===== src/dac_pkg.sv =====
// Package with the shared types, codes and helper functions of the door access controller.
package dac_pkg;

    // Number of digits in one code entry.
    localparam int CODE_LENGTH = 6;
    localparam int CNT_W = $clog2(CODE_LENGTH + 1);
    localparam int IDX_W = (CODE_LENGTH > 1) ? $clog2(CODE_LENGTH) : 1;

    localparam int CODE_W = 24;
    localparam int TIMER_W = 16;

    // Register indexes on the configuration channel.
    localparam logic CFG_CODE_DIGITS = 1'b0;
    localparam logic CFG_TIMEOUT_TICKS = 1'b1;

    localparam logic [CODE_W-1:0] CODE_RESET = 24'h82CF8B;
    localparam logic [TIMER_W-1:0] TIMEOUT_RESET = 16'd1000;

    // Reciprocal of five for a 16-bit dividend: floor(x * 52429 / 2^18) == x / 5.
    localparam logic [16:0] RECIP_FIVE = 17'd52429;

    typedef enum logic [1:0] {
        CMD_KEY    = 2'd0,
        CMD_CARD   = 2'd1,
        CMD_MOTION = 2'd2,
        CMD_TICK   = 2'd3
    } command_t;

    typedef enum logic [2:0] {
        ST_IDLE      = 3'd0,
        ST_ALLOWED   = 3'd1,
        ST_WRONG     = 3'd2,
        ST_ENTERING  = 3'd3,
        ST_CARD_FAIL = 3'd4,
        ST_WAIT_CARD = 3'd5
    } access_state_t;

    typedef enum logic [1:0] {
        VD_NONE  = 2'd0,
        VD_WRONG = 2'd1,
        VD_RIGHT = 2'd2
    } verdict_t;

    // Keypad layout, indexed by {row, col}.
    localparam logic [3:0] KEY_TABLE [16] = '{
        4'h1, 4'h2, 4'h3, 4'h4,
        4'h5, 4'h6, 4'h7, 4'h8,
        4'h9, 4'h0, 4'hA, 4'hB,
        4'hC, 4'hD, 4'hE, 4'hF
    };

    // One input event as held in the input register.
    typedef struct packed {
        command_t   command;
        logic [1:0] key_row;
        logic [1:0] key_col;
        logic       card_valid;
        logic       motion_seen;
        logic       pin_level;
    } dac_event_t;

    // Complete controller state.
    typedef struct packed {
        logic [CODE_LENGTH-1:0][3:0] digits;
        logic [CNT_W-1:0]            count;
        verdict_t                    verdict;
        logic                        present;
        access_state_t               door;
        logic                        relay;
        logic [TIMER_W-1:0]          timer_rem;
        logic                        timer_armed;
    } dac_state_t;

    function automatic logic [3:0] key_digit(input logic [1:0] row, input logic [1:0] col);
        return KEY_TABLE[{row, col}];
    endfunction

    // Digit i of the stored code; the first digit sits in the highest used nibble.
    function automatic logic [3:0] code_digit(input logic [CODE_W-1:0] code, input int i);
        int shift;
        shift = 4 * (CODE_LENGTH - 1 - i);
        if (shift >= CODE_W)
        begin
            return 4'h0;
        end
        return code[shift +: 4];
    endfunction

endpackage


===== src/dac_update.sv =====
// Next-state logic of the door access controller for one event.
module dac_update (
    input  dac_pkg::dac_event_t          ev,
    input  dac_pkg::dac_state_t          cur,
    input  logic [dac_pkg::CODE_W-1:0]   code_digits,
    input  logic [dac_pkg::TIMER_W-1:0]  timeout_ticks,
    output dac_pkg::dac_state_t          nxt
);

    logic [32:0]                   fifth_prod;
    logic [dac_pkg::TIMER_W-1:0]   half_period;
    logic [dac_pkg::TIMER_W-1:0]   fifth_period;

    assign fifth_prod   = timeout_ticks * dac_pkg::RECIP_FIVE;
    assign fifth_period = {1'b0, fifth_prod[32:18]};
    assign half_period  = {1'b0, timeout_ticks[dac_pkg::TIMER_W-1:1]};

    always_comb
    begin
        logic                          match;
        logic [dac_pkg::TIMER_W-1:0]   period;
        logic [dac_pkg::TIMER_W-1:0]   rem_dec;

        nxt     = cur;
        match   = 1'b1;
        period  = timeout_ticks;
        rem_dec = cur.timer_rem;

        case (ev.command)
            dac_pkg::CMD_KEY:
            begin
                if (cur.count < dac_pkg::CNT_W'(dac_pkg::CODE_LENGTH))
                begin
                    nxt.digits[cur.count[dac_pkg::IDX_W-1:0]] =
                        dac_pkg::key_digit(ev.key_row, ev.key_col);
                    nxt.count = cur.count + 1'b1;
                end
                // A full entry is compared again on every press.
                if (nxt.count >= dac_pkg::CNT_W'(dac_pkg::CODE_LENGTH))
                begin
                    for (int i = 0; i < dac_pkg::CODE_LENGTH; i++)
                    begin
                        if (nxt.digits[i] != dac_pkg::code_digit(code_digits, i))
                        begin
                            match = 1'b0;
                        end
                    end
                    nxt.verdict = match ? dac_pkg::VD_RIGHT : dac_pkg::VD_WRONG;
                end
                case (nxt.verdict)
                    dac_pkg::VD_RIGHT:
                    begin
                        period    = half_period;
                        nxt.door  = dac_pkg::ST_ALLOWED;
                        nxt.relay = 1'b1;
                    end
                    dac_pkg::VD_WRONG:
                    begin
                        period   = fifth_period;
                        nxt.door = dac_pkg::ST_WRONG;
                    end
                    default:
                    begin
                        period   = timeout_ticks;
                        nxt.door = dac_pkg::ST_ENTERING;
                    end
                endcase
                // A period that works out to zero still runs for one tick.
                nxt.timer_rem   = (period == '0) ? dac_pkg::TIMER_W'(1) : period;
                nxt.timer_armed = 1'b1;
            end
            dac_pkg::CMD_CARD:
            begin
                if (cur.present)
                begin
                    nxt.door  = ev.card_valid ? dac_pkg::ST_ALLOWED : dac_pkg::ST_CARD_FAIL;
                    nxt.relay = ev.card_valid;
                end
            end
            dac_pkg::CMD_MOTION:
            begin
                if (ev.motion_seen && ev.pin_level)
                begin
                    nxt.present = 1'b1;
                    nxt.door    = dac_pkg::ST_WAIT_CARD;
                end
                else if (!ev.motion_seen && !ev.pin_level)
                begin
                    nxt.present = 1'b0;
                    nxt.door    = dac_pkg::ST_IDLE;
                    nxt.relay   = 1'b0;
                end
            end
            default:
            begin
                if (cur.timer_armed)
                begin
                    if (cur.timer_rem != '0)
                    begin
                        rem_dec = cur.timer_rem - 1'b1;
                    end
                    nxt.timer_rem = rem_dec;
                    if (rem_dec == '0)
                    begin
                        nxt.timer_armed = 1'b0;
                        if (cur.verdict == dac_pkg::VD_RIGHT)
                        begin
                            if (!cur.present)
                            begin
                                nxt.door  = dac_pkg::ST_IDLE;
                                nxt.relay = 1'b0;
                            end
                        end
                        else if (cur.verdict == dac_pkg::VD_WRONG)
                        begin
                            if (cur.present)
                            begin
                                nxt.door = dac_pkg::ST_WAIT_CARD;
                            end
                            else
                            begin
                                nxt.door  = dac_pkg::ST_IDLE;
                                nxt.relay = 1'b0;
                            end
                        end
                        nxt.count   = '0;
                        nxt.verdict = dac_pkg::VD_NONE;
                    end
                end
            end
        endcase
    end

endmodule


===== src/door_access_controller.sv =====
// Top level of the door access controller: stream ports, configuration registers and state.
//
// The door access controller takes one event per input transfer (a keypad press, a card
// verdict, a motion sensor change or a timer tick) and answers every event with exactly one
// output transfer that reports the door state, the relay drive, the number of code digits
// entered and the code verdict after that event. Each event passes through an input register,
// combinational next-state logic and an output register, so the block sustains one transfer
// per clock cycle while m_tready is high. A result waits in the output register until taken,
// while the next event waits in the input register. Key presses fill a six-digit entry that
// is compared against code_digits once full; each press restarts a one-shot timer of
// timeout_ticks, half of it after a correct code or a fifth of it after a wrong code, and
// ticks count the timer down. On expiry the entry and verdict are cleared; after a wrong code
// the door falls back to waiting for a card if someone is present, else to idle, and after a
// correct code to idle if no one is present. Configuration writes are taken at any time but
// are meant to happen only while no event is in flight.
module door_access_controller (
    input  logic        clk,
    input  logic        rst_n,
    // Event input.
    input  logic        s_tvalid,
    output logic        s_tready,
    input  logic [7:0]  s_tdata,   // key_row[1:0], key_col[3:2], card_valid[4],
                                   // motion_seen[5], pin_level[6], zero[7]
    input  logic [1:0]  s_tuser,   // command[1:0]
    // Result output.
    output logic        m_tvalid,
    input  logic        m_tready,
    output logic [15:0] m_tdata,   // access_state[2:0], relay_on[3], digits_entered[6:4],
                                   // code_verdict[8:7], zero[15:9]
    // Configuration writes.
    input  logic        cfg_valid,
    output logic        cfg_ready,
    input  logic        cfg_index,
    input  logic [23:0] cfg_data
);

    logic                          in_valid_reg;
    logic                          in_valid_next;
    dac_pkg::dac_event_t           in_event_reg;
    logic                          out_valid_reg;
    logic                          out_valid_next;
    logic [15:0]                   out_data_reg;
    logic [15:0]                   out_data_next;
    dac_pkg::dac_state_t           state_reg;
    dac_pkg::dac_state_t           state_next;
    logic [dac_pkg::CODE_W-1:0]    code_digits_reg;
    logic [dac_pkg::TIMER_W-1:0]   timeout_ticks_reg;
    logic                          s_accept;
    logic                          advance;
    logic [7:0]                    count_wide;
    logic [2:0]                    digits_shown;

    // The input register moves on whenever the output register is empty or being emptied.
    assign advance   = in_valid_reg && (!out_valid_reg || m_tready);
    assign s_tready  = !in_valid_reg || advance;
    assign s_accept  = s_tvalid && s_tready;
    assign cfg_ready = 1'b1;

    assign in_valid_next  = s_accept ? 1'b1 : (advance ? 1'b0 : in_valid_reg);
    assign out_valid_next = advance ? 1'b1 : (m_tready ? 1'b0 : out_valid_reg);

    dac_update u_update (
        .ev            (in_event_reg),
        .cur           (state_reg),
        .code_digits   (code_digits_reg),
        .timeout_ticks (timeout_ticks_reg),
        .nxt           (state_next)
    );

    // The count never passes the code length; the report saturates at seven for longer codes.
    assign count_wide   = 8'(state_next.count);
    assign digits_shown = (count_wide > 8'd7) ? 3'd7 : count_wide[2:0];

    assign out_data_next = {7'd0, state_next.verdict, digits_shown, state_next.relay,
                            state_next.door};

    always_ff @(posedge clk or negedge rst_n)
    begin
        if (!rst_n)
        begin
            in_valid_reg      <= 1'b0;
            out_valid_reg     <= 1'b0;
            state_reg         <= '0;
            code_digits_reg   <= dac_pkg::CODE_RESET;
            timeout_ticks_reg <= dac_pkg::TIMEOUT_RESET;
        end
        else
        begin
            in_valid_reg  <= in_valid_next;
            out_valid_reg <= out_valid_next;
            if (advance)
            begin
                state_reg <= state_next;
            end
            if (cfg_valid && cfg_ready)
            begin
                case (cfg_index)
                    dac_pkg::CFG_CODE_DIGITS:   code_digits_reg   <= cfg_data;
                    dac_pkg::CFG_TIMEOUT_TICKS: timeout_ticks_reg <= cfg_data[15:0];
                    default:                    ;
                endcase
            end
        end
    end

    // Payload registers carry no reset.
    always_ff @(posedge clk)
    begin
        if (s_accept)
        begin
            in_event_reg.command     <= dac_pkg::command_t'(s_tuser);
            in_event_reg.key_row     <= s_tdata[1:0];
            in_event_reg.key_col     <= s_tdata[3:2];
            in_event_reg.card_valid  <= s_tdata[4];
            in_event_reg.motion_seen <= s_tdata[5];
            in_event_reg.pin_level   <= s_tdata[6];
        end
        if (advance)
        begin
            out_data_reg <= out_data_next;
        end
    end

    assign m_tvalid = out_valid_reg;
    assign m_tdata  = out_data_reg;

`ifndef ASSERT_OFF
    // The entry count never runs past the code length.
    assert property (@(posedge clk) disable iff (!rst_n)
        state_reg.count <= dac_pkg::CNT_W'(dac_pkg::CODE_LENGTH))
        else $error("entry count beyond code length");

    // A verdict exists only for a full entry.
    assert property (@(posedge clk) disable iff (!rst_n)
        state_reg.verdict != dac_pkg::VD_NONE |->
            state_reg.count == dac_pkg::CNT_W'(dac_pkg::CODE_LENGTH))
        else $error("verdict without a full entry");

    // A running timer always has ticks left.
    assert property (@(posedge clk) disable iff (!rst_n)
        state_reg.timer_armed |-> state_reg.timer_rem != '0)
        else $error("armed timer with nothing remaining");

    // An event that cannot move on stays in the input register.
    assert property (@(posedge clk) disable iff (!rst_n)
        in_valid_reg && !advance |=> in_valid_reg && $stable(in_event_reg))
        else $error("stalled event lost from input register");
`endif

endmodule

===== config.mk =====
export PLATFORM = sky130hd
export DESIGN_NAME = door_access_controller
export DESIGN_NICKNAME = d
export VERILOG_FILES = /design/src/dac_pkg.sv /design/src/dac_update.sv /design/src/door_access_controller.sv
export SDC_FILE = /design/constraint.sdc
export NUM_CORES = 1
export LEC_CHECK = 0
export ABC_AREA = 1
export BUFFER_PORTS_ARGS = -buffer_cell sky130_fd_sc_hd__buf_4
export CORE_ASPECT_RATIO = 2
export CORE_MARGIN = 2
export CORE_UTILIZATION = 40
export DETAILED_ROUTE_END_ITERATION = 16
export GPL_TIMING_DRIVEN = 0
export PLACE_DENSITY = 0.59
export SKIP_LAST_GASP = 1
export SLEW_MARGIN = 20
export SYNTH_ARGS = -nofsm -noshare
export SYNTH_HDL_FRONTEND = slang
export SYNTH_SLANG_ARGS = --single-unit

===== constraint.sdc =====
create_clock -name clk -period 16.26 [get_ports clk]
set_input_delay 0 -clock clk [delete_from_list [all_inputs] [get_ports clk]]
set_output_delay 0 -clock clk [all_outputs]
set_load 0.05 [all_outputs]

# --- Yosys cells after proc, flatten, opt, wreduce, memory -nomap -nowiden ---
# Memories as Yosys holds them, arrays and structs flattened.
# Index checks and enable logic that the tools add are counted.
op_classes:
  add_sub_neg: 2
  n_mul: 1
  magnitude_cmp: 6
  eq_ne: 12
  muxes: 48
  bitwise_logic: 3
  n_reduce_logical: 27
ops:
  columns: ["cell", "n"]
  rows:
  - ["two-way mux 16 bit", 5]
  - ["two-way mux 27 bit", 2]
  - ["two-way mux 4 bit", 9]
  - ["one-hot mux 17 bit (2 select lines)", 1]
  - ["logical NOT 16 bit", 2]
  - ["multiplier 16 x 16 -> 32 bit, second input constant", 1]
  - ["one-hot mux 16 bit (2 select lines)", 1]
  - ["bitwise mux 24 bit", 1]
  - ["!= test 4 bit", 6]
  - ["two-way mux 21 bit", 1]
  - ["two-way mux 1 bit", 16]
  - ["nonzero test 16 bit", 1]
  - ["subtractor 16 x 1 -> 16 bit, second input constant", 1]
  - ["two-way mux 5 bit", 3]
  - ["demux 4 bit (select 3 bit)", 1]
  - ["one-hot mux 4 bit (3 select lines)", 1]
  - ["one-hot mux 5 bit (2 select lines)", 1]
  - ["AND reduction 2 bit", 4]
  - ["nonzero test 2 bit", 4]
  - ["== test 2 x 1 -> 1 bit, second input constant", 3]
  - ["== test 2 bit, second input constant", 3]
  - ["two-way mux 2 bit", 3]
  - ["two-way mux 3 bit", 2]
  - ["AND reduction 3 bit", 2]
  - ["other kinds (16)", 25]
word_totals:
  reg_bits: 111
  mem_bits_ro: 64
  input_bits: 40
  out_inout_bits: 19
  word_cells: 125
  mem_count: 1
memory_table:
  columns: ["name", "words", "width", "read_ports", "rd_clocked_by_memory_dff", "wr", "line", "rtl"]
  rows:
  - ["(name not given)", 16, 4, 1, 0, 0, "dac_pkg.sv:75", "return KEY_TABLE[{row, col}];"]

# --- Longest topological paths before layout ---
# Gate-level depths: netlist of the first run.
depth:
  word_depth: 25
  mapped_depth: 33

# --- Modules after synthesis ---
# From an unflattened synthesis of the first run, not the netlist that was laid out.
hier_totals:
  cells_unflattened: 1757
  area_unflattened_um2: 12814.8
by_module_without_submodules:
  columns: ["mod", "n_inst", "cells_per_inst", "area_per_inst_um2", "seq_area_each_um2"]
  rows:
  - ["dac_update", 1, 1340, 8375.5, 0.0]
  - ["door_access_controller", 1, 417, 4439.3, 2890.3]

# --- Worst setup path after synthesis of the first run ---
# OpenSTA, ideal clock, no wires.
synth_path:
  path_type: "flip-flop to flip-flop"
  startpoint: "reg timeout_ticks_reg[7] in the netlist's numbering"
  endpoint: "reg state_reg[1] in the netlist's numbering"
  setup_time_ps: 77
  t_arrival_ps: 5082
  path_slack_ps: 11101
  stages_incl_launch_ff: 28
  path_buffers: 0
  cell_sequence: "dfstp_2 > ha_1 > inv_1 > fa_1 > fa_1 > fa_1 > fa_1 > inv_1 > fa_1 > ha_1 > nand2_1 > nor2_1 > inv_1 > nor2_1 > nand2_1 > nor2_1 > nor2_1 > nand2_1 > nand2_1 > nand3_1 > nand2_1 > nand2_1 > nand2_1 > nor2_1 > nand3_1 > nand2_1 > nand2_1 > a21oi_1"
synth_via:
  elab_chain_len: 6
synth_lines:
  columns: ["element", "line", "rtl"]
  rows:
  - ["start, declared", "door_access_controller.sv:47", "logic [dac_pkg::TIMER_W-1:0] timeout_ticks_reg;"]
  - ["start signal, assigned", "door_access_controller.sv:85", "timeout_ticks_reg <= dac_pkg::TIMEOUT_RESET;"]
  - ["start signal, assigned", "door_access_controller.sv:99", "dac_pkg::CFG_TIMEOUT_TICKS: timeout_ticks_reg <= cfg_data[15:0];"]
  - ["multiplier 16 x 16 -> 32 bit", "dac_update.sv:14", "assign fifth_prod = timeout_ticks * dac_pkg::RECIP_FIVE;"]
  - ["one-hot mux 16 bit (2 select lines) (*)", "dac_update.sv:50", "case (nxt.verdict)"]
  - ["two-way mux 16 bit (*)", "dac_update.sv:29", "case (ev.command)"]
  - ["logical NOT 16 bit", "dac_update.sv:69", "nxt.timer_rem = (period == '0) ? dac_pkg::TIMER_W'(1) : period;"]
  - ["two-way mux 16 bit (*)", "dac_update.sv:69", null]
  - ["one-hot mux 17 bit (2 select lines) (*)", "dac_update.sv:29", null]
  - ["end signal, assigned", "door_access_controller.sv:93", "state_reg <= state_next;"]
  - ["end, declared", "door_access_controller.sv:44", "dac_pkg::dac_state_t state_reg;"]
# Every way passes the cells marked *; elsewhere a longest branch is shown, timed or not. The select of a mux whose other input is x is not followed.
# A chain may end at the register's enable or synchronous reset.

# --- Worst setup path after layout of the first run ---
layout_path:
  startpoint: "reg timeout_ticks_reg[7] in the netlist's numbering"
  endpoint: "reg state_reg[13] in the netlist's numbering"
# The elaborated chain is that of the path after synthesis.

==> results of run 1 <==
## cells in the final DEF (no fill, tap or decap), types with 5 or more instances in the layout
cell	synthesis	final
a21oi_1	48	48
xor2_1	20	20
dlygate4sd3_1	0	39
a31oi_1	5	5
ha_1	143	143
fa_1	79	79
edfxtp_1	18	18
clkbuf_1	21	21
nand4_1	11	11
nand2_2	6	6
nor2_1	104	104
dfstp_2	18	18
or2_2	13	13
clkbuf_16	0	10
nand3b_1	7	7
inv_1	308	308
dfrtp_1	75	75
o22ai_1	5	5
nand3_1	76	76
o21ai_1	20	20
xnor2_1	11	11
mux2_2	8	8
nand2_1	414	414
conb_1	2	8
nor3_1	8	8
buf_4	10	58
o21ai_0	100	100
## cells by family after synthesis
logic type | count (synthesis) | synth area share (%)
and+or+nand+nor | 655 | 23.2
buffers and inverters | 352 | 11.5
adders and majority gates | 222 | 28.4
AOI/OAI and AO/OA | 203 | 9.32
DFF | 111 | 24.3
xor gates and xnor gates | 31 | 2.29
muxes | 10 | 0.928
other | 2 | 0.0633
## per-stage QoR
stage / hold slack, ps / std cells / cell area [um2] / util, % / setup WS [ps]
6_report: 237 / 2060 / 13400 / 45.7 / 9870
5_1_grt: 342 / 2060 / 13400 / 45.7 / 9710
4_1_cts: 300 / 2060 / 13400 / 45.7 / 10010
3_5_place_dp: 130 / 2005 / 12700 / 43.3 / 10040
3_3_place_gp: 179 / 2005 / 12700 / 43.3 / 10060
2_1_floorplan: -296 / 1592 / 11900 / - / 11100
## area by class of cell
cell class                      instances  area (um2)  share of cell area, %
Multi-Input combinational cell       1129        7640                   56.8
Clock buffer                           10         250                   1.86
Buffer                                 35         171                   1.27
Tap cell                              364         455                   3.39
Timing Repair Buffer                   88         762                   5.67
Inverter                              317        1190                   8.89
Sequential cell                       111        2890                   21.5
Clock inverter                          6        86.3                  0.642
## worst max-delay path by stage
stage,depth (start not counted),slack [ps],to
after global placement,20,10060,state_reg[13]
after floorplan,27,11100,state_reg[1]
after global routing,24,9710,state_reg[13]
final,20,9870,state_reg[13]
after CTS,20,10010,state_reg[13]
after detailed placement,20,10040,state_reg[13]
## timing repair
item / in CTS / in global routing
setup endpoints to repair: 0 / 0
hold buffers: 39 / 0
endpoints found under the hold margin: 126 / 0
## layer usage
metal  GRT usage (%)  share of wire (%)
met5               0                  0
met4            18.9                8.9
met3            2.16                2.5
met2            49.5                 57
met1            20.0                 31
==> metrics.csv, run 1 <==
metric,value,unit
CP endpoint kind,flip-flop,
DRC,0,
worst r2r path cells,20,
kind of critical path,reg -> reg,
CTS Buffer Depth,2,
most frequent cells after synthesis,"414 x nand2_1, 308 x inv_1, 143 x ha_1, 104 x nor2_1, 100 x o21ai_0",
placed wire-length estimate,30900,um
status,completed,
capturing point of the worst reg2reg path,state_reg[13],
Max Clock Skew,11.7,ps
remaining antenna violation count after routing,0,
Yosys reg bits,111,
Worst-Margin Slew,920,ps
period utilisation layout,39.3,%
final WL,36700,um
GRT Overall Usage,24.0,%
fin nets,1953,
"Avg Cell Area, Syn",7.49,um2
Synth Warn #,0,
"CTS clk-pin slew, worst paths",80,ps
Port Buffers,49,
clock latency on the worst-skew pair,370,ps
Synth area leaders,"dfrtp_1 16%, ha_1 15%, fa_1 13%",
Synth top area share,15.8,%
final setup vio count,0,
Most used DFF post-synth,dfrtp_1,
family with the most delay on the worst path,adder cells,
Worst slew margin,38.7,%
TritonCTS clock tree,yes,
grt ovf,0,
post-detailed-route wirelength per cell,17.8,um
area delta synth->final,13.3,%
crit-path cells,ha_1 -> inv_1 -> fa_1 -> fa_1 -> fa_1 -> fa_1 -> inv_1 -> fa_1 -> ha_1 -> nand2_1 -> nor3_1 -> nand3_1 -> nand2_1 -> nand2_1 -> nand3_1 -> nand2_1 -> nand2_1 -> nor2_1 -> o21ai_0 -> o21ai_0,
CTS root buf,clkbuf_16,
die height,248,um
peak per-stage delay on the critical path,690,ps
detailed-route via count,10400,
Reg2Reg Setup Slack,9870,ps
arrival time at the worst endpoint,6600,ps
Post-synth ARST share,83.8,%
Worst Path Max Fanout,8,
leading area contributor after synthesis,dfrtp_1,
layout cells sized above 1,8.37,%
first-pass GRT wire length,56600,um
synthesized area,11900,um2
Required @ worst endpoint,16470,ps
Yosys cell types,50,
largest net degree at the start of global routing,94,
max_cap viols,0,
setup total negative slack,0,ps
clock sink total,111,
Slowest cell on crit path,dfstp_2,
"Gates resized, CTS repair",0,
max reg flops,51,
Fmax,0.157,GHz
sum of buffers and inverters on the critical path,2,
H-tree levels,3,
Die ar.,31200,um2
gpl congestion,0.955,
R2R Path Start,timeout_ticks_reg[7],
crit path launch,timeout_ticks_reg[7],
die width,126,um
vias in the first global route,10900,
post-DR vias/cell,5.07,
Startpoint Class,flip-flop,
Gate Count Post-Synth,1586,
unrepaired setup endpoints after global routing,no,
CTS Buf Count,9,
drt pass-1 iters,7,
Starting Density,40.4,%
# fillers,3049,
Post-synth EDFFs,18,
I/O pin count,59,
crit path time final,6390,ps
Max Slew Vio Count,0,
sequential area share after synthesis,24.3,%
most common cell in the netlist,nand2_1,
post-CTS setup repair buffer count,0,
worst hold path class,in -> async,
initial antenna violation count,0,
row cnt,89,
ant diodes,0,
core area,29400,um2
final hold viol count,0,
Iter 0 DRT Violations,421,
Power of run 1 is not shown: default switching activity piles up to over one toggle a cycle in this logic, so the estimate is an artifact.
==> run 2, diff against run 1 <==
==> constraint.sdc (replaced) <==
create_clock -name clk -period 5.95 [get_ports clk]
set_input_delay 0 -clock clk [delete_from_list [all_inputs] [get_ports clk]]
set_output_delay 0 -clock clk [all_outputs]
set_load 0.05 [all_outputs]
==> metrics.csv, run 2 (synthesis results as in run 1) <==
metric,value,unit,change
status,completed,,
H-tree levels,3,,unchanged
layout cells sized above 1,12.0,%,+3.6 points
setup total negative slack,0,ps,unchanged
placed wire-length estimate,30900,um,unchanged
clock latency on the worst-skew pair,370,ps,about the same
arrival time at the worst endpoint,6050,ps,-550 ps
final worst setup slack,124,ps,-9750 ps
Max Clock Skew,7.45,ps,-4.24 ps
row cnt,89,,unchanged
grt ovf,0,,unchanged
detailed-route via count,10600,,+1.2%
Worst-Margin Slew,920,ps,+0.0620 ps
Starting Density,40.4,%,unchanged
Die ar.,31200,um2,unchanged
worst r2r path cells,21,,+5.0%
CP endpoint kind,flip-flop,,
Port Buffers,49,,unchanged
"commonest non-fill, non-tap cells in the layout","409 x nand2_1, 305 x inv_1, 133 x ha_1, 98 x o21ai_0, 94 x nor2_1",,
post-DR vias/cell,5.09,,+0.31%
largest net degree at the start of global routing,94,,unchanged
crit path time final,5830,ps,-560 ps
"CTS clk-pin slew, worst paths",80,ps,about the same
"commonest non-fill, non-tap cell in the layout",nand2_1,,
fin nets,1971,,+0.92%
period utilisation layout,97.9,%,+59 points
I/O pin count,59,,unchanged
max_cap viols,0,,unchanged
final setup vio count,0,,unchanged
Max Slew Vio Count,0,,unchanged
worst hold path class,in -> async,,
CTS Buf Count,9,,unchanged
Startpoint Class,flip-flop,,
design area,13800,um2,+2.3%
drt pass-1 iters,8,,+1
max reg flops,51,,unchanged
initial antenna violation count,0,,unchanged
post-detailed-route wirelength per cell,17.8,um,+0.18%
final WL,37100,um,+1.1%
core area,29400,um2,unchanged
die width,126,um,unchanged
Worst Path Max Fanout,6,,-2
area delta synth->final,15.9,%,
kind of critical path,reg -> reg,,
clock sink total,111,,unchanged
final hold viol count,0,,unchanged
Required @ worst endpoint,6180,ps,-10290 ps
CTS Buffer Depth,2,,unchanged
Fmax,0.172,GHz,+9.6%
GRT Overall Usage,24.0,%,+0.087 points
Post-DP Area,12700,um2,unchanged
TritonCTS clock tree,yes,,
CTS root buf,clkbuf_16,,
gpl congestion,0.955,,unchanged
DRC,0,,unchanged
DP Cell Count,2005,,unchanged
pre-CTS WS,-275,ps,-10310 ps
remaining antenna violation count after routing,0,,unchanged
Final Non-Filler Cells,2079,,+0.92%
Worst slew margin,38.6,%,about the same
Iter 0 DRT Violations,486,,+15%
first-pass GRT wire length,56800,um,+0.31%
die height,248,um,unchanged
vias in the first global route,10900,,+0.20%
-- run 2: what timing repair did --
item                                    in CTS  in global routing
endpoints found under the setup margin       5                 11
pin swaps                                    0                  3
hold endpoints to repair                   126                  0
setup buffers                                4                 14
hold buffers                                39                  0
resized for setup                            5                 48
-- run 2: critical path: stages (launching register included) --
cell and delay, ps:
dfstp_2 640, ha_1 320, inv_4 130, fa_1 410, inv_1 120, fa_1 430
fa_1 530, fa_1 530, fa_1 520, ha_1 360, nand2_1 130, inv_1 80
nand2_1 100, nor2_1 80, o21bai_1 270, nand3_1 130, nand2_1 70, nand3_1 100
nand2_1 100, nand2_1 80, nor2_1 150, a2bb2oi_1 380
-- run 2: stage by stage --
step / hold WS, ps / utilization [%]
6_report: 248 / 46.8
4_1_cts: 300 / 45.9
3_3_place_gp: 179 / 43.3
5_1_grt: 342 / 46.8
3_5_place_dp: 130 / 43.3
2_1_floorplan: -296 / -
-- run 2: final cells by class --
cell class	count	area, um2
Fill cell	3013	15600
Multi-Input combinational cell	1129	7800
Sequential cell	111	2900
Inverter	317	1200
Timing Repair Buffer	106	897
Tap cell	364	455
Clock buffer	10	250
Buffer	35	171
Clock inverter	6	86.3
Antenna cell	1	2.50
-- run 2: final timing paths --
check / start / to / slack [ps]
setup / recovery: timeout_ticks_reg[6] / state_reg[9] / 120
hold / removal: rst_n / state_reg[9] / 250
setup reg to reg: timeout_ticks_reg[6] / state_reg[9] / 120
hold reg to reg: state_reg[45] / state_reg[45] / 480
max in group asynchronous: rst_n / timeout_ticks_reg[2] / 4980
min in group clk: s_tdata[4] / in_event_reg[2] / 340
-- run 2: routing by layer --
| metal | up-vias | share of wire, % | global-route usage, % |
|---|---|---|---|
| met5 | - | 0 | 0 |
| met3 | 138 | 2.3 | 2.24 |
| li1 | 5205 | - | - |
| met1 | 4970 | 32 | 20.1 |
| met2 | 261 | 57 | 49.4 |
| met4 | 0 | 9.1 | 19.4 |
Power of run 2 is left out for the same reason.
